### src/rtl/core/ahd_pkg.sv
// ----------------------------------------------------------------------------
// ahd_pkg: shared types and constants of the AX.25 header decoder
// Frame offsets, control field codes, result codes and the queue entry type.
// ----------------------------------------------------------------------------
package ahd_pkg;

  localparam int LENGTH_BITS_DEFAULT = 12;
  localparam int CFG_BITS            = 12;
  localparam int PADDR_BITS          = 3;
  localparam int PDATA_BITS          = 32;

  localparam logic [CFG_BITS-1:0] MIN_LENGTH_RESET = 12'd15;
  localparam logic [CFG_BITS-1:0] MAX_LENGTH_RESET = 12'd2100;

  // register select bit (paddr[2])
  localparam logic REG_MIN_LENGTH = 1'b0;
  localparam logic REG_MAX_LENGTH = 1'b1;

  // byte offsets within the frame
  localparam int ADDR_CHARS    = 6;
  localparam int POS_DEST_SSID = 6;
  localparam int POS_SRC_SSID  = 13;
  localparam int POS_CONTROL   = 14;
  localparam int POS_PID       = 15;
  localparam int HEADER_BYTES  = 15;

  // control field codes (P/F masked)
  localparam logic [7:0] CTL_PF_MASK = 8'hef;
  localparam logic [7:0] CTL_SABM    = 8'h2f;
  localparam logic [7:0] CTL_DISC    = 8'h43;
  localparam logic [7:0] CTL_DM      = 8'h0f;
  localparam logic [7:0] CTL_UA      = 8'h63;
  localparam logic [7:0] CTL_FRMR    = 8'h87;
  localparam logic [7:0] CTL_UI      = 8'h03;
  localparam logic [7:0] CTL_UI_PF   = 8'h13;
  localparam logic [7:0] PID_ESCAPE  = 8'hff;

  // frame_kind codes
  localparam logic [3:0] KIND_I     = 4'd0;
  localparam logic [3:0] KIND_RR    = 4'd1;
  localparam logic [3:0] KIND_SREJ  = 4'd4;
  localparam logic [3:0] KIND_SABM  = 4'd5;
  localparam logic [3:0] KIND_DISC  = 4'd6;
  localparam logic [3:0] KIND_DM    = 4'd7;
  localparam logic [3:0] KIND_UA    = 4'd8;
  localparam logic [3:0] KIND_FRMR  = 4'd9;
  localparam logic [3:0] KIND_UI    = 4'd10;
  localparam logic [3:0] KIND_OTHER = 4'd11;
  localparam logic [3:0] KIND_BAD   = 4'd12;

  // cmd_res codes
  localparam logic [1:0] CR_COMMAND  = 2'd0;
  localparam logic [1:0] CR_RESPONSE = 2'd1;
  localparam logic [1:0] CR_BOTH     = 2'd2;
  localparam logic [1:0] CR_NEITHER  = 2'd3;

  // result_kind codes
  localparam logic RESULT_CHAR    = 1'b0;
  localparam logic RESULT_SUMMARY = 1'b1;

  localparam int QUEUE_DEPTH    = 4;
  localparam int QUEUE_PTR_BITS = 2;

  // one classified byte, as handed from front to back
  typedef struct packed {
    logic        has_char;
    logic [6:0]  addr_char;
    logic [3:0]  char_index;
    logic        is_last;
    logic        bad;
    logic [11:0] info_length;
    logic [7:0]  control;
    logic [7:0]  pid;
    logic [7:0]  dest_ssid_byte;
    logic [7:0]  src_ssid_byte;
  } entry_t;

  function automatic logic [3:0] decode_kind(input logic [7:0] c);
    logic [3:0] kind;
    kind = KIND_OTHER;
    priority if (!c[0]) begin
      kind = KIND_I;
    end else if (!c[1]) begin
      kind = KIND_RR + 4'(c[3:2]);
    end else begin
      unique case (c & CTL_PF_MASK)
        CTL_SABM: kind = KIND_SABM;
        CTL_DISC: kind = KIND_DISC;
        CTL_DM:   kind = KIND_DM;
        CTL_UA:   kind = KIND_UA;
        CTL_FRMR: kind = KIND_FRMR;
        CTL_UI:   kind = KIND_UI;
        default:  kind = KIND_OTHER;
      endcase
    end
    return kind;
  endfunction

endpackage

### src/rtl/core/ax25_header_decoder.sv
// ----------------------------------------------------------------------------
// ax25_header_decoder: AX.25 frame header decoder
// Decodes address characters and an end-of-frame summary from a byte stream.
// ----------------------------------------------------------------------------
//
//  Channel   Handshake                  Payload
//  -------   -------------------------  --------------------------------------
//  byte      byte_valid / byte_ready    data_byte, last_byte
//  result    result_valid / result_ready result_kind .. src_ssid (12 fields)
//  config    APB psel/penable/pready    paddr, pwdata, prdata (min/max length)
//
//  Takes one byte per cycle while byte_ready is high. Each byte is classified
//  in the front end in the cycle it is accepted; results leave through a
//  single output register, one item per cycle while result_ready is high,
//  each registered first in the queue and then in the output register.
//  A final byte that is also an address character gives two items; the
//  four-entry queue absorbs that and any downstream stall before byte_ready drops.
//  Synchronous reset clears the frame position, the header captures and the
//  queue, and loads min_length = 15 and max_length = 2100.
//
//  Registers: min_length at byte address 0, max_length at byte address 4.
// ----------------------------------------------------------------------------
module ax25_header_decoder #(
  parameter int LENGTH_BITS = ahd_pkg::LENGTH_BITS_DEFAULT
) (
  input  logic                            clk,
  input  logic                            rst,
  // byte channel
  input  logic [7:0]                      data_byte,
  input  logic                            last_byte,
  input  logic                            byte_valid,
  output logic                            byte_ready,
  // result channel
  output logic                            result_valid,
  input  logic                            result_ready,
  output logic                            result_kind,
  output logic [6:0]                      addr_char,
  output logic [3:0]                      char_index,
  output logic [3:0]                      frame_kind,
  output logic [1:0]                      cmd_res,
  output logic                            poll_final,
  output logic [2:0]                      recv_seq,
  output logic [2:0]                      send_seq,
  output logic [7:0]                      pid_value,
  output logic [11:0]                     info_length,
  output logic [3:0]                      dest_ssid,
  output logic [3:0]                      src_ssid,
  // configuration port
  input  logic                            psel,
  input  logic                            penable,
  input  logic                            pwrite,
  input  logic [ahd_pkg::PADDR_BITS-1:0]  paddr,
  input  logic [ahd_pkg::PDATA_BITS-1:0]  pwdata,
  output logic [ahd_pkg::PDATA_BITS-1:0]  prdata,
  output logic                            pready
);

  logic [ahd_pkg::CFG_BITS-1:0] min_length;
  logic [ahd_pkg::CFG_BITS-1:0] max_length;
  logic                         cfg_write;

  logic                         push_valid;
  logic                         push_ready;
  ahd_pkg::entry_t              push_entry;
  logic                         pop_valid;
  logic                         pop_ready;
  ahd_pkg::entry_t              pop_entry;

  // Configuration: write in the access phase, word select on paddr[2].
  assign pready    = 1'b1;
  assign cfg_write = psel && penable && pwrite && pready;

  always_ff @(posedge clk) begin
    if (rst) begin
      min_length <= ahd_pkg::MIN_LENGTH_RESET;
      max_length <= ahd_pkg::MAX_LENGTH_RESET;
    end else if (cfg_write) begin
      unique case (paddr[2])
        ahd_pkg::REG_MIN_LENGTH: min_length <= pwdata[ahd_pkg::CFG_BITS-1:0];
        ahd_pkg::REG_MAX_LENGTH: max_length <= pwdata[ahd_pkg::CFG_BITS-1:0];
      endcase
    end
  end

  // Read back the selected bound, zero-extended.
  assign prdata = (paddr[2] == ahd_pkg::REG_MAX_LENGTH) ?
                  ahd_pkg::PDATA_BITS'(max_length) : ahd_pkg::PDATA_BITS'(min_length);

  // Front end: count bytes, capture header fields, classify.
  ahd_front #(
    .LENGTH_BITS (LENGTH_BITS)
  ) u_front (
    .clk        (clk),
    .rst        (rst),
    .data_byte  (data_byte),
    .last_byte  (last_byte),
    .byte_valid (byte_valid),
    .byte_ready (byte_ready),
    .min_length (min_length),
    .max_length (max_length),
    .push_valid (push_valid),
    .push_entry (push_entry),
    .push_ready (push_ready)
  );

  // Decouple intake from result delivery.
  ahd_queue u_queue (
    .clk        (clk),
    .rst        (rst),
    .push_valid (push_valid),
    .push_entry (push_entry),
    .push_ready (push_ready),
    .pop_valid  (pop_valid),
    .pop_entry  (pop_entry),
    .pop_ready  (pop_ready)
  );

  // Back end: expand entries into items and hold them in the output register.
  ahd_back u_back (
    .clk          (clk),
    .rst          (rst),
    .pop_valid    (pop_valid),
    .pop_entry    (pop_entry),
    .pop_ready    (pop_ready),
    .result_valid (result_valid),
    .result_ready (result_ready),
    .result_kind  (result_kind),
    .addr_char    (addr_char),
    .char_index   (char_index),
    .frame_kind   (frame_kind),
    .cmd_res      (cmd_res),
    .poll_final   (poll_final),
    .recv_seq     (recv_seq),
    .send_seq     (send_seq),
    .pid_value    (pid_value),
    .info_length  (info_length),
    .dest_ssid    (dest_ssid),
    .src_ssid     (src_ssid)
  );

`ifndef SYNTHESIS
  // A bad frame summary carries nothing but its kind.
  assert property (@(posedge clk) disable iff (rst)
    result_valid && (result_kind == ahd_pkg::RESULT_SUMMARY) &&
    (frame_kind == ahd_pkg::KIND_BAD) |->
    (cmd_res == ahd_pkg::CR_COMMAND) && !poll_final && (info_length == '0) &&
    (pid_value == '0) && (dest_ssid == '0) && (src_ssid == '0))
    else $error("bad frame summary carries data");

  // A character item has a valid index and no summary fields.
  assert property (@(posedge clk) disable iff (rst)
    result_valid && (result_kind == ahd_pkg::RESULT_CHAR) |->
    (char_index <= 4'd11) && (frame_kind == ahd_pkg::KIND_I) && (info_length == '0))
    else $error("character item malformed");

  // N(S) appears only on I frames.
  assert property (@(posedge clk) disable iff (rst)
    result_valid && (result_kind == ahd_pkg::RESULT_SUMMARY) &&
    (frame_kind != ahd_pkg::KIND_I) |-> (send_seq == '0))
    else $error("send sequence on non-I frame");

  // The queue never drops an entry the front end offered.
  assert property (@(posedge clk) disable iff (rst)
    push_valid && !push_ready |-> !byte_ready)
    else $error("entry offered while byte accepted");
`endif

endmodule

### src/rtl/core/ahd_front.sv
// ----------------------------------------------------------------------------
// ahd_front: byte intake and classification
// Tracks the frame position, captures header bytes and queues one entry per
// byte that produces a result.
// ----------------------------------------------------------------------------
module ahd_front #(
  parameter int LENGTH_BITS = ahd_pkg::LENGTH_BITS_DEFAULT
) (
  input  logic                          clk,
  input  logic                          rst,
  input  logic [7:0]                    data_byte,
  input  logic                          last_byte,
  input  logic                          byte_valid,
  output logic                          byte_ready,
  input  logic [ahd_pkg::CFG_BITS-1:0]  min_length,
  input  logic [ahd_pkg::CFG_BITS-1:0]  max_length,
  output logic                          push_valid,
  output ahd_pkg::entry_t               push_entry,
  input  logic                          push_ready
);

  localparam int LW = LENGTH_BITS + 1;
  localparam int DW = (LW > ahd_pkg::CFG_BITS) ? LW : ahd_pkg::CFG_BITS;
  localparam logic [LENGTH_BITS-1:0] POS_MAX = '1;

  logic [LENGTH_BITS-1:0] byte_position;
  logic [7:0]             control_byte;
  logic [7:0]             pid_byte;
  logic [7:0]             dest_ssid_byte;
  logic [7:0]             src_ssid_byte;
  logic                   overflow_flag;

  logic                   accept;
  logic                   in_dest;
  logic                   in_src;
  logic [7:0]             control_now;
  logic [7:0]             pid_now;
  logic [7:0]             dest_now;
  logic [7:0]             src_now;
  logic [DW-1:0]          length_now;
  logic [DW-1:0]          used_len;
  logic [DW-1:0]          info_full;
  logic                   has_pid;
  logic [1:0]             pid_count;
  logic                   bad;

  assign byte_ready = push_ready;
  assign accept     = byte_valid && push_ready;

  assign in_dest = byte_position < LENGTH_BITS'(ahd_pkg::ADDR_CHARS);
  assign in_src  = (byte_position > LENGTH_BITS'(ahd_pkg::POS_DEST_SSID)) &&
                   (byte_position < LENGTH_BITS'(ahd_pkg::POS_SRC_SSID));

  // header bytes as they stand after this byte
  assign control_now = (byte_position == LENGTH_BITS'(ahd_pkg::POS_CONTROL)) ?
                       data_byte : control_byte;
  assign pid_now     = (byte_position == LENGTH_BITS'(ahd_pkg::POS_PID)) ?
                       data_byte : pid_byte;
  assign dest_now    = (byte_position == LENGTH_BITS'(ahd_pkg::POS_DEST_SSID)) ?
                       data_byte : dest_ssid_byte;
  assign src_now     = (byte_position == LENGTH_BITS'(ahd_pkg::POS_SRC_SSID)) ?
                       data_byte : src_ssid_byte;

  assign length_now = DW'(byte_position) + DW'(1);

  assign bad = overflow_flag || (byte_position == POS_MAX) ||
               (length_now < DW'(min_length)) || (length_now > DW'(max_length));

  assign has_pid   = !control_now[0] || (control_now == ahd_pkg::CTL_UI) ||
                     (control_now == ahd_pkg::CTL_UI_PF);
  assign pid_count = !has_pid ? 2'd0 : ((pid_now == ahd_pkg::PID_ESCAPE) ? 2'd2 : 2'd1);
  assign used_len  = DW'(ahd_pkg::HEADER_BYTES) + DW'(pid_count);
  assign info_full = (length_now > used_len) ? (length_now - used_len) : '0;

  always_comb begin
    push_entry                = '0;
    push_entry.has_char       = in_dest || in_src;
    push_entry.addr_char      = data_byte[7:1];
    push_entry.char_index     = in_dest ? 4'(byte_position) : 4'(byte_position - 1'b1);
    push_entry.is_last        = last_byte;
    push_entry.bad            = bad;
    push_entry.info_length    = info_full[ahd_pkg::CFG_BITS-1:0];
    push_entry.control        = control_now;
    push_entry.pid            = pid_now;
    push_entry.dest_ssid_byte = dest_now;
    push_entry.src_ssid_byte  = src_now;
  end

  assign push_valid = byte_valid && (in_dest || in_src || last_byte);

  always_ff @(posedge clk) begin
    if (rst) begin
      byte_position  <= '0;
      control_byte   <= '0;
      pid_byte       <= '0;
      dest_ssid_byte <= '0;
      src_ssid_byte  <= '0;
      overflow_flag  <= 1'b0;
    end else if (accept) begin
      if (last_byte) begin
        byte_position  <= '0;
        control_byte   <= '0;
        pid_byte       <= '0;
        dest_ssid_byte <= '0;
        src_ssid_byte  <= '0;
        overflow_flag  <= 1'b0;
      end else begin
        control_byte   <= control_now;
        pid_byte       <= pid_now;
        dest_ssid_byte <= dest_now;
        src_ssid_byte  <= src_now;
        if (byte_position == POS_MAX) begin
          overflow_flag <= 1'b1;
        end else begin
          byte_position <= byte_position + 1'b1;
        end
      end
    end
  end

endmodule

### src/rtl/core/ahd_queue.sv
// ----------------------------------------------------------------------------
// ahd_queue: short entry queue between front and back
// Four entries, first in first out, push and pop in the same cycle.
// ----------------------------------------------------------------------------
module ahd_queue (
  input  logic            clk,
  input  logic            rst,
  input  logic            push_valid,
  input  ahd_pkg::entry_t push_entry,
  output logic            push_ready,
  output logic            pop_valid,
  output ahd_pkg::entry_t pop_entry,
  input  logic            pop_ready
);

  ahd_pkg::entry_t                    slots [ahd_pkg::QUEUE_DEPTH];
  logic [ahd_pkg::QUEUE_PTR_BITS-1:0] wr_ptr;
  logic [ahd_pkg::QUEUE_PTR_BITS-1:0] rd_ptr;
  logic [ahd_pkg::QUEUE_PTR_BITS:0]   count;
  logic                               do_push;
  logic                               do_pop;

  assign push_ready = count != (ahd_pkg::QUEUE_PTR_BITS+1)'(ahd_pkg::QUEUE_DEPTH);
  assign pop_valid  = count != '0;
  assign pop_entry  = slots[rd_ptr];
  assign do_push    = push_valid && push_ready;
  assign do_pop     = pop_valid && pop_ready;

  always_ff @(posedge clk) begin
    if (do_push) begin
      slots[wr_ptr] <= push_entry;
    end
  end

  always_ff @(posedge clk) begin
    if (rst) begin
      wr_ptr <= '0;
      rd_ptr <= '0;
      count  <= '0;
    end else begin
      if (do_push) begin
        wr_ptr <= wr_ptr + 1'b1;
      end
      if (do_pop) begin
        rd_ptr <= rd_ptr + 1'b1;
      end
      unique case ({do_push, do_pop})
        2'b10:   count <= count + 1'b1;
        2'b01:   count <= count - 1'b1;
        default: count <= count;
      endcase
    end
  end

endmodule

### src/rtl/core/ahd_back.sv
// ----------------------------------------------------------------------------
// ahd_back: result generation and output register
// Turns queued entries into character and summary results, one per cycle unless result_ready stalls the output.
// ----------------------------------------------------------------------------
module ahd_back (
  input  logic            clk,
  input  logic            rst,
  input  logic            pop_valid,
  input  ahd_pkg::entry_t pop_entry,
  output logic            pop_ready,
  output logic            result_valid,
  input  logic            result_ready,
  output logic            result_kind,
  output logic [6:0]      addr_char,
  output logic [3:0]      char_index,
  output logic [3:0]      frame_kind,
  output logic [1:0]      cmd_res,
  output logic            poll_final,
  output logic [2:0]      recv_seq,
  output logic [2:0]      send_seq,
  output logic [7:0]      pid_value,
  output logic [11:0]     info_length,
  output logic [3:0]      dest_ssid,
  output logic [3:0]      src_ssid
);

  logic       char_sent;
  logic       load;
  logic       emit_char;
  logic [3:0] kind;
  logic       dest_c;
  logic       src_c;
  logic [1:0] cr_code;

  assign load      = pop_valid && (!result_valid || result_ready);
  assign emit_char = pop_entry.has_char && !char_sent;
  // a final byte that is also a character keeps its entry for the summary
  assign pop_ready = load && !(emit_char && pop_entry.is_last);

  assign kind   = ahd_pkg::decode_kind(pop_entry.control);
  assign dest_c = pop_entry.dest_ssid_byte[7];
  assign src_c  = pop_entry.src_ssid_byte[7];

  always_comb begin
    unique case ({dest_c, src_c})
      2'b11:   cr_code = ahd_pkg::CR_BOTH;
      2'b10:   cr_code = ahd_pkg::CR_COMMAND;
      2'b01:   cr_code = ahd_pkg::CR_RESPONSE;
      default: cr_code = ahd_pkg::CR_NEITHER;
    endcase
  end

  always_ff @(posedge clk) begin
    if (rst) begin
      result_valid <= 1'b0;
      char_sent    <= 1'b0;
    end else begin
      if (load) begin
        result_valid <= 1'b1;
        char_sent    <= emit_char && pop_entry.is_last;
      end else if (result_ready) begin
        result_valid <= 1'b0;
      end
    end
  end

  always_ff @(posedge clk) begin
    if (load) begin
      result_kind <= ahd_pkg::RESULT_CHAR;
      addr_char   <= '0;
      char_index  <= '0;
      frame_kind  <= ahd_pkg::KIND_I;
      cmd_res     <= ahd_pkg::CR_COMMAND;
      poll_final  <= 1'b0;
      recv_seq    <= '0;
      send_seq    <= '0;
      pid_value   <= '0;
      info_length <= '0;
      dest_ssid   <= '0;
      src_ssid    <= '0;
      if (emit_char) begin
        addr_char  <= pop_entry.addr_char;
        char_index <= pop_entry.char_index;
      end else begin
        result_kind <= ahd_pkg::RESULT_SUMMARY;
        if (pop_entry.bad) begin
          frame_kind <= ahd_pkg::KIND_BAD;
        end else begin
          frame_kind  <= kind;
          cmd_res     <= cr_code;
          poll_final  <= pop_entry.control[4];
          recv_seq    <= (kind <= ahd_pkg::KIND_SREJ) ? pop_entry.control[7:5] : 3'd0;
          send_seq    <= (kind == ahd_pkg::KIND_I) ? pop_entry.control[3:1] : 3'd0;
          pid_value   <= pop_entry.pid;
          info_length <= pop_entry.info_length;
          dest_ssid   <= pop_entry.dest_ssid_byte[4:1];
          src_ssid    <= pop_entry.src_ssid_byte[4:1];
        end
      end
    end
  end

endmodule

### config.mk
export PLATFORM = sky130hd
export DESIGN_NAME = ax25_header_decoder
export DESIGN_NICKNAME = d
export VERILOG_FILES = /design/src/rtl/core/ahd_pkg.sv /design/src/rtl/core/ax25_header_decoder.sv /design/src/rtl/core/ahd_front.sv /design/src/rtl/core/ahd_queue.sv /design/src/rtl/core/ahd_back.sv
export SDC_FILE = /design/constraint.sdc
export NUM_CORES = 1
export LEC_CHECK = 0
export BUFFER_PORTS_ARGS = -buffer_cell sky130_fd_sc_hd__buf_2
export CAP_MARGIN = 20
export CORE_MARGIN = 10
export CORE_UTILIZATION = 25
export DETAILED_ROUTE_END_ITERATION = 16
export PLACE_DENSITY = 0.43
export SYNTH_ARGS = -nofsm -noshare
export SYNTH_HDL_FRONTEND = slang
export SYNTH_SLANG_ARGS = --single-unit
### constraint.sdc
create_clock -name clk -period 7.1 [get_ports clk]
set_input_delay 0.71 -clock clk [delete_from_list [all_inputs] [get_ports clk]]
set_output_delay 0.71 -clock clk [all_outputs]
set_load 0.005 [all_outputs]
==> reports/metrics.csv, run 1 <==
stage,metric,value,unit
status,status,"complete, no violations",
min_path,Hold WC Path Type,primary input to register,
worst_setup_path,Worst EP arrival,5830,ps
synth,top cell type's share of synthesized area,53.00,%
min_path,Min-Delay Endpoint,min_length[3],
synth,post-synthesis register bit count,335,
floorplanning,Rows,89,
drt,DRT iter0 DRCs,535,
floorplanning,Die Span Y,263.2,um
layout,fillcell total,5979,
clock_network,CTS tree,done,
global_routing,vias in the first global route,9055,
drt,first drt pass iteration count,5,
floorplanning,width of the die,263.2,um
job,Max-Cap Viols,0,
drt,Post-Route WL,35900,um
floorplanning,CORE AREA,0.05880,sq mm
pwr,Leak,6.331,nW
worst_setup_path,Startpoint Class,register,
clock_network,CTS buffer count,40,
synth,Post-synth EDFFs,261,
clock_network,H-tree Lvls,2,
timing,relative slew slack,33.66,%
clock_network,CTS sink count,335,
drt,DRC,0,
drt,M1 WL,16690,um
layout,share of layout cells above drive strength 1,22.46,%
worst_setup_path,crit end category,register,
drt,met3 WL post-DR,1552,um
pwr,Pwr per Cell Area,332.1,mW/mm^2
drt,routed wl met2,16790,um
synth,sequential element share of the synthesized area,63.02,%
global_routing,GRT Residual Overflow,0,
worst_setup_path,worst reg2reg setup slack,1570,ps
floorplanning,Ports,139,
drt,post-route ant nets,0,
drt,routed vias/inst,4.446,
timing,final hold vios,0,
synth,synth unique cells,63,
global_routing,antenna violations before repair,1,
worst_setup_path,FF-to-FF Start,u_front.byte_position[0],
synth,Syn Inst Count,1062,
drt,Via Count,8723,
pwr,peak supply drop,195.3,uV
synth,Yosys top cell by area,edfxtp_1,
synth,share of flip-flops with an asynchronous set or reset,0,%
global_routing,first-pass GRT wire length,55500,um
layout,Multi-input gate area,0.005001,sq mm
timing,RSZ-0062 raised after global routing,no,
timing,minimum clock period,5535,ps
floorplanning,die footprint,0.06928,sq mm
timing,Slew @ Worst Pin,987.6,ps
timing,hold slack,376.3,ps
floorplanning,initial core utilization,25.15,%
layout,Area Overhead vs Synth,17.40,%
timing,final-report max-slew violation count,0,
clock_network,Resize count post-CTS,0,
timing,final critical-path share of the clock period,77.95,%
drt,drt wl/cell,18.30,um
worst_setup_path,Crit Path Class,register to register,
timing,fmax,0.1807,GHz
placed_design,DP HPWL,22630,um
layout,Sequential Area,0.009326,sq mm
clock_network,Post-CTS Setup Bufs,0,
global_routing,largest net degree at the start of global routing,74,
min_path,hold path cells,2,
clock_network,root cell of the clock tree,clkbuf_16,
clock_network,clock latency on the worst-skew pair,570,ps
timing,final setup vio count,0,
worst_setup_path,critical path required time,7390,ps
layout,Ant. Diodes,0,
synth,Synth Cell Area,0.01479,sq mm
placed_design,Placed Cells,1886,
layout,Nets,1255,
layout,Layout Cells excl Fill,1962,
worst_setup_path,Reg2Reg Capture Point,u_queue.slots[3][41],
synth,largest cells by area after synthesis,"edfxtp_1, dfxtp_1, mux4_2, ha_1, mux2_2",
clock_network,cts hold-fix bufs,0,
clock_network,buffer levels on the longest clock path,3,
synth,Yosys warning count,0,
timing,setup TNS,0,ps
clock_network,"CTS clk-pin slew, worst paths",60,ps
timing,Setup Skew,22.86,ps
placed_design,routability cong.,0.7816,
synth,Synth Area per Inst,13.92,sq um
synth,top_reg_cell synth,edfxtp_1,
worst_setup_path,CP max FO,10,
global_routing,GRT Util Overall,10.19,%
drt,Highest Signal Layer,met4,
min_path,HP Start,pwdata[3],
worst_setup_path,reg2reg path depth,17,
placed_design,port bufs,95,
## critical path, stage by stage (launching register included)
cell     delay [ps]
dfxtp_1         610
inv_1           220
ha_1            280
and3_1          220
nand4_4         190
mux2_2          410
or4b_4          550
o31ai_4         230
or3b_1          430
ha_1            280
inv_1           100
ha_1            260
a21o_1          160
a31o_2          240
a31oi_1         310
and3_1          290
a21oi_1          90
nor3_1          400
## cells in the mapped netlist, types with 28 or more instances
master	instances
a21oi_1	39
a22oi_1	30
and3_1	36
mux2_2	28
nand2_1	67
edfxtp_1	261
inv_1	51
ha_1	45
mux4_2	52
o21ai_0	32
dfxtp_1	74
clkbuf_1	41
nor2_1	82
## layer usage
metal / vias to the layer above / global-route usage [%]
li1: 4139 / -
met1: 4361 / 13.33
met2: 174 / 16.41
met3: 49 / 2.147
met4: 0 / 3.573
met5: - / 0
## worst max path at each step
stage,from,cells past startpoint,endpoint,slack [ps]
after floorplan,result_ready,9,u_queue.count[2],2030
after global placement,u_front.byte_position[0],15,u_queue.slots[0][42],1640
after detailed placement,u_front.byte_position[0],15,u_queue.slots[1][42],1570
after CTS,u_front.byte_position[0],15,u_queue.slots[0][42],1560
after global routing,u_front.byte_position[0],17,u_queue.slots[3][41],1250
final,u_front.byte_position[0],17,u_queue.slots[3][41],1570
## layout by cell type, fill, tap and decap left out, types with 12 or more instances in the layout
master and count:
edfxtp_1 261, buf_2 95, nor2_1 82, dfxtp_1 72
nand2_1 67, mux4_2 52, inv_1 51, ha_1 45
clkbuf_16 41, a21oi_1 38, and3_1 36, o21ai_0 32
a22oi_1 30, mux2_2 28, conb_1 21, nor2b_1 20
nor3_1 14, xnor2_1 14, buf_4 14, nand4_1 12
## sequential cells by signal, indices dropped and copies added (netlist names), 3 cells and up, named ones only
name	flops
u_queue.slots	208
max_length	12
min_length	12
u_back.info_length	12
u_front.byte_position	12
u_back.pid_value	8
u_front.control_byte	8
u_front.pid_byte	8
u_back.addr_char	7
u_front.dest_ssid_byte	5
u_front.src_ssid_byte	5
u_back.char_index	4
u_back.dest_ssid	4
u_back.frame_kind	4
u_back.src_ssid	4
u_back.recv_seq	3
u_back.send_seq	3
u_queue.count	3
## area by class of cell
class                      instances  area share [%]
tap                              773           5.571
sequential                       335           53.72
timing repair buffer             109           3.344
multi-input combinational        620           28.81
clock buffer                      55           6.386
inverter                          51           1.103
clock inverter                    19           1.067
## power breakdown
part / internal (W) / total, W / switching, W
logic: 0.000464 / 0.00113 / 0.000662
registers: 0.00250 / 0.00264 / 0.000137
clock network: 0.00118 / 0.00200 / 0.000827
total: 0.00414 / 0.00577 / 0.00163
## metrics by stage
stage	power, W	instance area (sq um)	utilization, %	setup slack (ps)
floorplan	0.003378	14860	-	2033
global placement	0.003865	16040	27.27	1639
detailed placement	0.003871	16050	27.30	1575
CTS	0.005907	17350	29.50	1561
global route	0.006077	17360	29.53	1249
finish	0.005765	17360	29.53	1565
## cells by family after synthesis
kind of cell	count (synthesis)	synth area share, %
flops	335	63.02
mux	83	10.29
buf+inv	126	3.790
fa+ha+maj	47	4.078
other cells	2	0.05078
compound gates	156	6.989
xor+xnor	28	1.938
simple gates	285	9.849
(Power assumes the default switching activity.)
==> run 2: changes to the inputs <==
PLACE_DENSITY = 0.45   (was 0.43)
clock period = 4.9 ns   (was 7.1 ns; I/O delays follow)
==> run 2 against run 1 <==
Via count up 0.93%. Largest power group unchanged. Setup slack worse by 1400 ps. Final cell count is 1.2% higher. Sequential share of layout area shrank 0.89 points.
==> reports/metrics.csv, run 2 (same netlist as run 1, synthesis figures left out) <==
stage,metric,value,unit
drt,DRC,0,
floorplanning,width of the die,263.2,um
clock_network,H-tree Lvls,2,
pwr,Leak,6.468,nW
layout,Layout Cells excl Fill,1986,
worst_setup_path,Reg2Reg Capture Point,u_queue.slots[0][40],
placed_design,port bufs,95,
drt,Post-Route WL,36740,um
drt,first drt pass iteration count,5,
timing,fmax,0.2105,GHz
timing,final setup vio count,0,
status,status,"complete, no violations",
pwr,Pwr per Cell Area,476.4,mW/mm^2
timing,hold slack,139.6,ps
timing,final-report max-slew violation count,0,
drt,post-route ant nets,0,
floorplanning,CORE AREA,0.05880,sq mm
placed_design,DP HPWL,23210,um
worst_setup_path,FF-to-FF Start,u_front.byte_position[0],
drt,routed vias/inst,4.433,
layout,number of flip-flops in the largest register,208,
clock_network,"CTS clk-pin slew, worst paths",60,ps
layout,Nets,1280,
layout,Largest Register,u_queue.slots,
placed_design,"Cell Area, Placed",0.01619,sq mm
drt,Via Count,8804,
layout,Area Overhead vs Synth,19.35,%
floorplanning,Ports,139,
min_path,Hold WC Path Type,primary input to register,
global_routing,first-pass GRT wire length,56300,um
clock_network,clock latency on the worst-skew pair,570,ps
clock_network,CTS sink count,335,
timing,final hold vios,0,
layout,Finished Cell Area,0.01765,sq mm
worst_setup_path,crit end category,register,
floorplanning,Rows,89,
worst_setup_path,CP max FO,5,
min_path,HP Start,pwdata[3],
clock_network,buffer levels on the longest clock path,3,
floorplanning,die footprint,0.06928,sq mm
drt,DRT iter0 DRCs,541,
global_routing,GRT Util Overall,10.37,%
worst_setup_path,critical path required time,5190,ps
clock_network,CTS tree,done,
timing,relative slew slack,25.06,%
layout,share of layout cells above drive strength 1,25.23,%
clock_network,root cell of the clock tree,clkbuf_16,
clock_network,CTS buffer count,40,
placed_design,Placed Cells,1905,
worst_setup_path,Worst EP arrival,5040,ps
placed_design,routability cong.,0.7800,
timing,final critical-path share of the clock period,96.94,%
worst_setup_path,Startpoint Class,register,
timing,RSZ-0062 raised after global routing,yes,
job,Max-Cap Viols,0,
pwr,Total Power,0.008409,W
worst_setup_path,Worst setup endpoint,u_queue.slots[0][40],
drt,drt wl/cell,18.50,um
worst_setup_path,Crit Path Class,register to register,
clock_network,cts hold-fix bufs,0,
worst_setup_path,crit path launch,u_front.byte_position[0],
global_routing,GRT Residual Overflow,0,
timing,Slew @ Worst Pin,1120,ps
global_routing,antenna violations before repair,0,
floorplanning,initial core utilization,25.15,%
layout,"most common cell after layout, fill and taps aside",edfxtp_1,
global_routing,largest net degree at the start of global routing,55,
timing,minimum clock period,4750,ps
layout,Util after Layout,30.02,%
floorplanning,Die Span Y,263.2,um
worst_setup_path,worst reg2reg setup slack,150,ps
global_routing,vias in the first global route,9053,
pwr,peak supply drop,280.2,uV
layout,most frequent cells in the layout,"edfxtp_1, buf_2, nor2_1",
layout,Ant. Diodes,0,
timing,Setup Skew,29.74,ps
worst_setup_path,reg2reg path depth,15,
==> run 2: cell types whose count changed in the layout (fill, tap and decap cells not counted), sizes merged <==
cell,delta
buf,+25
bufinv,+1
clkbuf,+1
clkinvlp,+2
clkinv,-5
==> run 2: how the worst min path moves through the flow <==
stage	to	slack (ps)	cells past startpoint
after floorplan	min_length[10]	440	2
after global placement	min_length[11]	440	2
after detailed placement	min_length[11]	450	2
after CTS	min_length[3]	110	2
after global routing	min_length[3]	120	2
final	min_length[3]	140	2
==> run 2: metal layers <==
| metal | vias to the layer above | share of wire [%] | global-route usage, % | wire length, um |
|---|---|---|---|---|
| met5 | - | 0 | 0 | 0 |
| met4 | 0 | 1.7 | 2.470 | 620 |
| met3 | 54 | 5.4 | 2.937 | 1982 |
| met2 | 174 | 47 | 16.83 | 17340 |
| met1 | 4385 | 46 | 13.44 | 16800 |
| li1 | 4191 | - | - | - |
==> run 2: cell type report <==
type	instances	area, sq um
Tap cell	773	967.2
Timing Repair Buffer	134	777.0
Clock inverter	17	211.5
Clock buffer	56	1092
Fill cell	5965	41150
Inverter	51	191.4
Sequential cell	335	9324
Multi-Input combinational cell	620	5086
==> run 2: critical path, stage by stage (launching register included) <==
cell and delay (ps):
dfxtp_1 310, inv_1 70, ha_2 190, and3_4 200, nand4_4 180, mux2_4 370
or4b_4 560, o31ai_4 290, or3b_4 420, ha_2 200, or3b_2 430, and4_4 210
o41a_1 460, o2111ai_2 290, xor2_1 210, nor2_2 80
==> run 2: power breakdown <==
group / switching (W) / internal [W]
logic: 0.000980 / 0.000674
clock network: 0.00122 / 0.00173
registers: 0.000183 / 0.00362
total: 0.00238 / 0.00603
==> run 2: per-stage QoR <==
stage | TNS (ps) | setup WS [ps]
after floorplan | 0 | 53.07
after global placement | 0 | 74.31
after detailed placement | 0 | 0.6080
after CTS | 0 | 13.23
after global routing | -210.0 | -19.27
final | 0 | 150.0
==> run 2: what timing repair did <==
item                       CTS  global route
resized for setup            2            22
buffers inserted             0             5
cloned                       0             1
setup endpoints to repair   48            48
pin swaps                    0             8
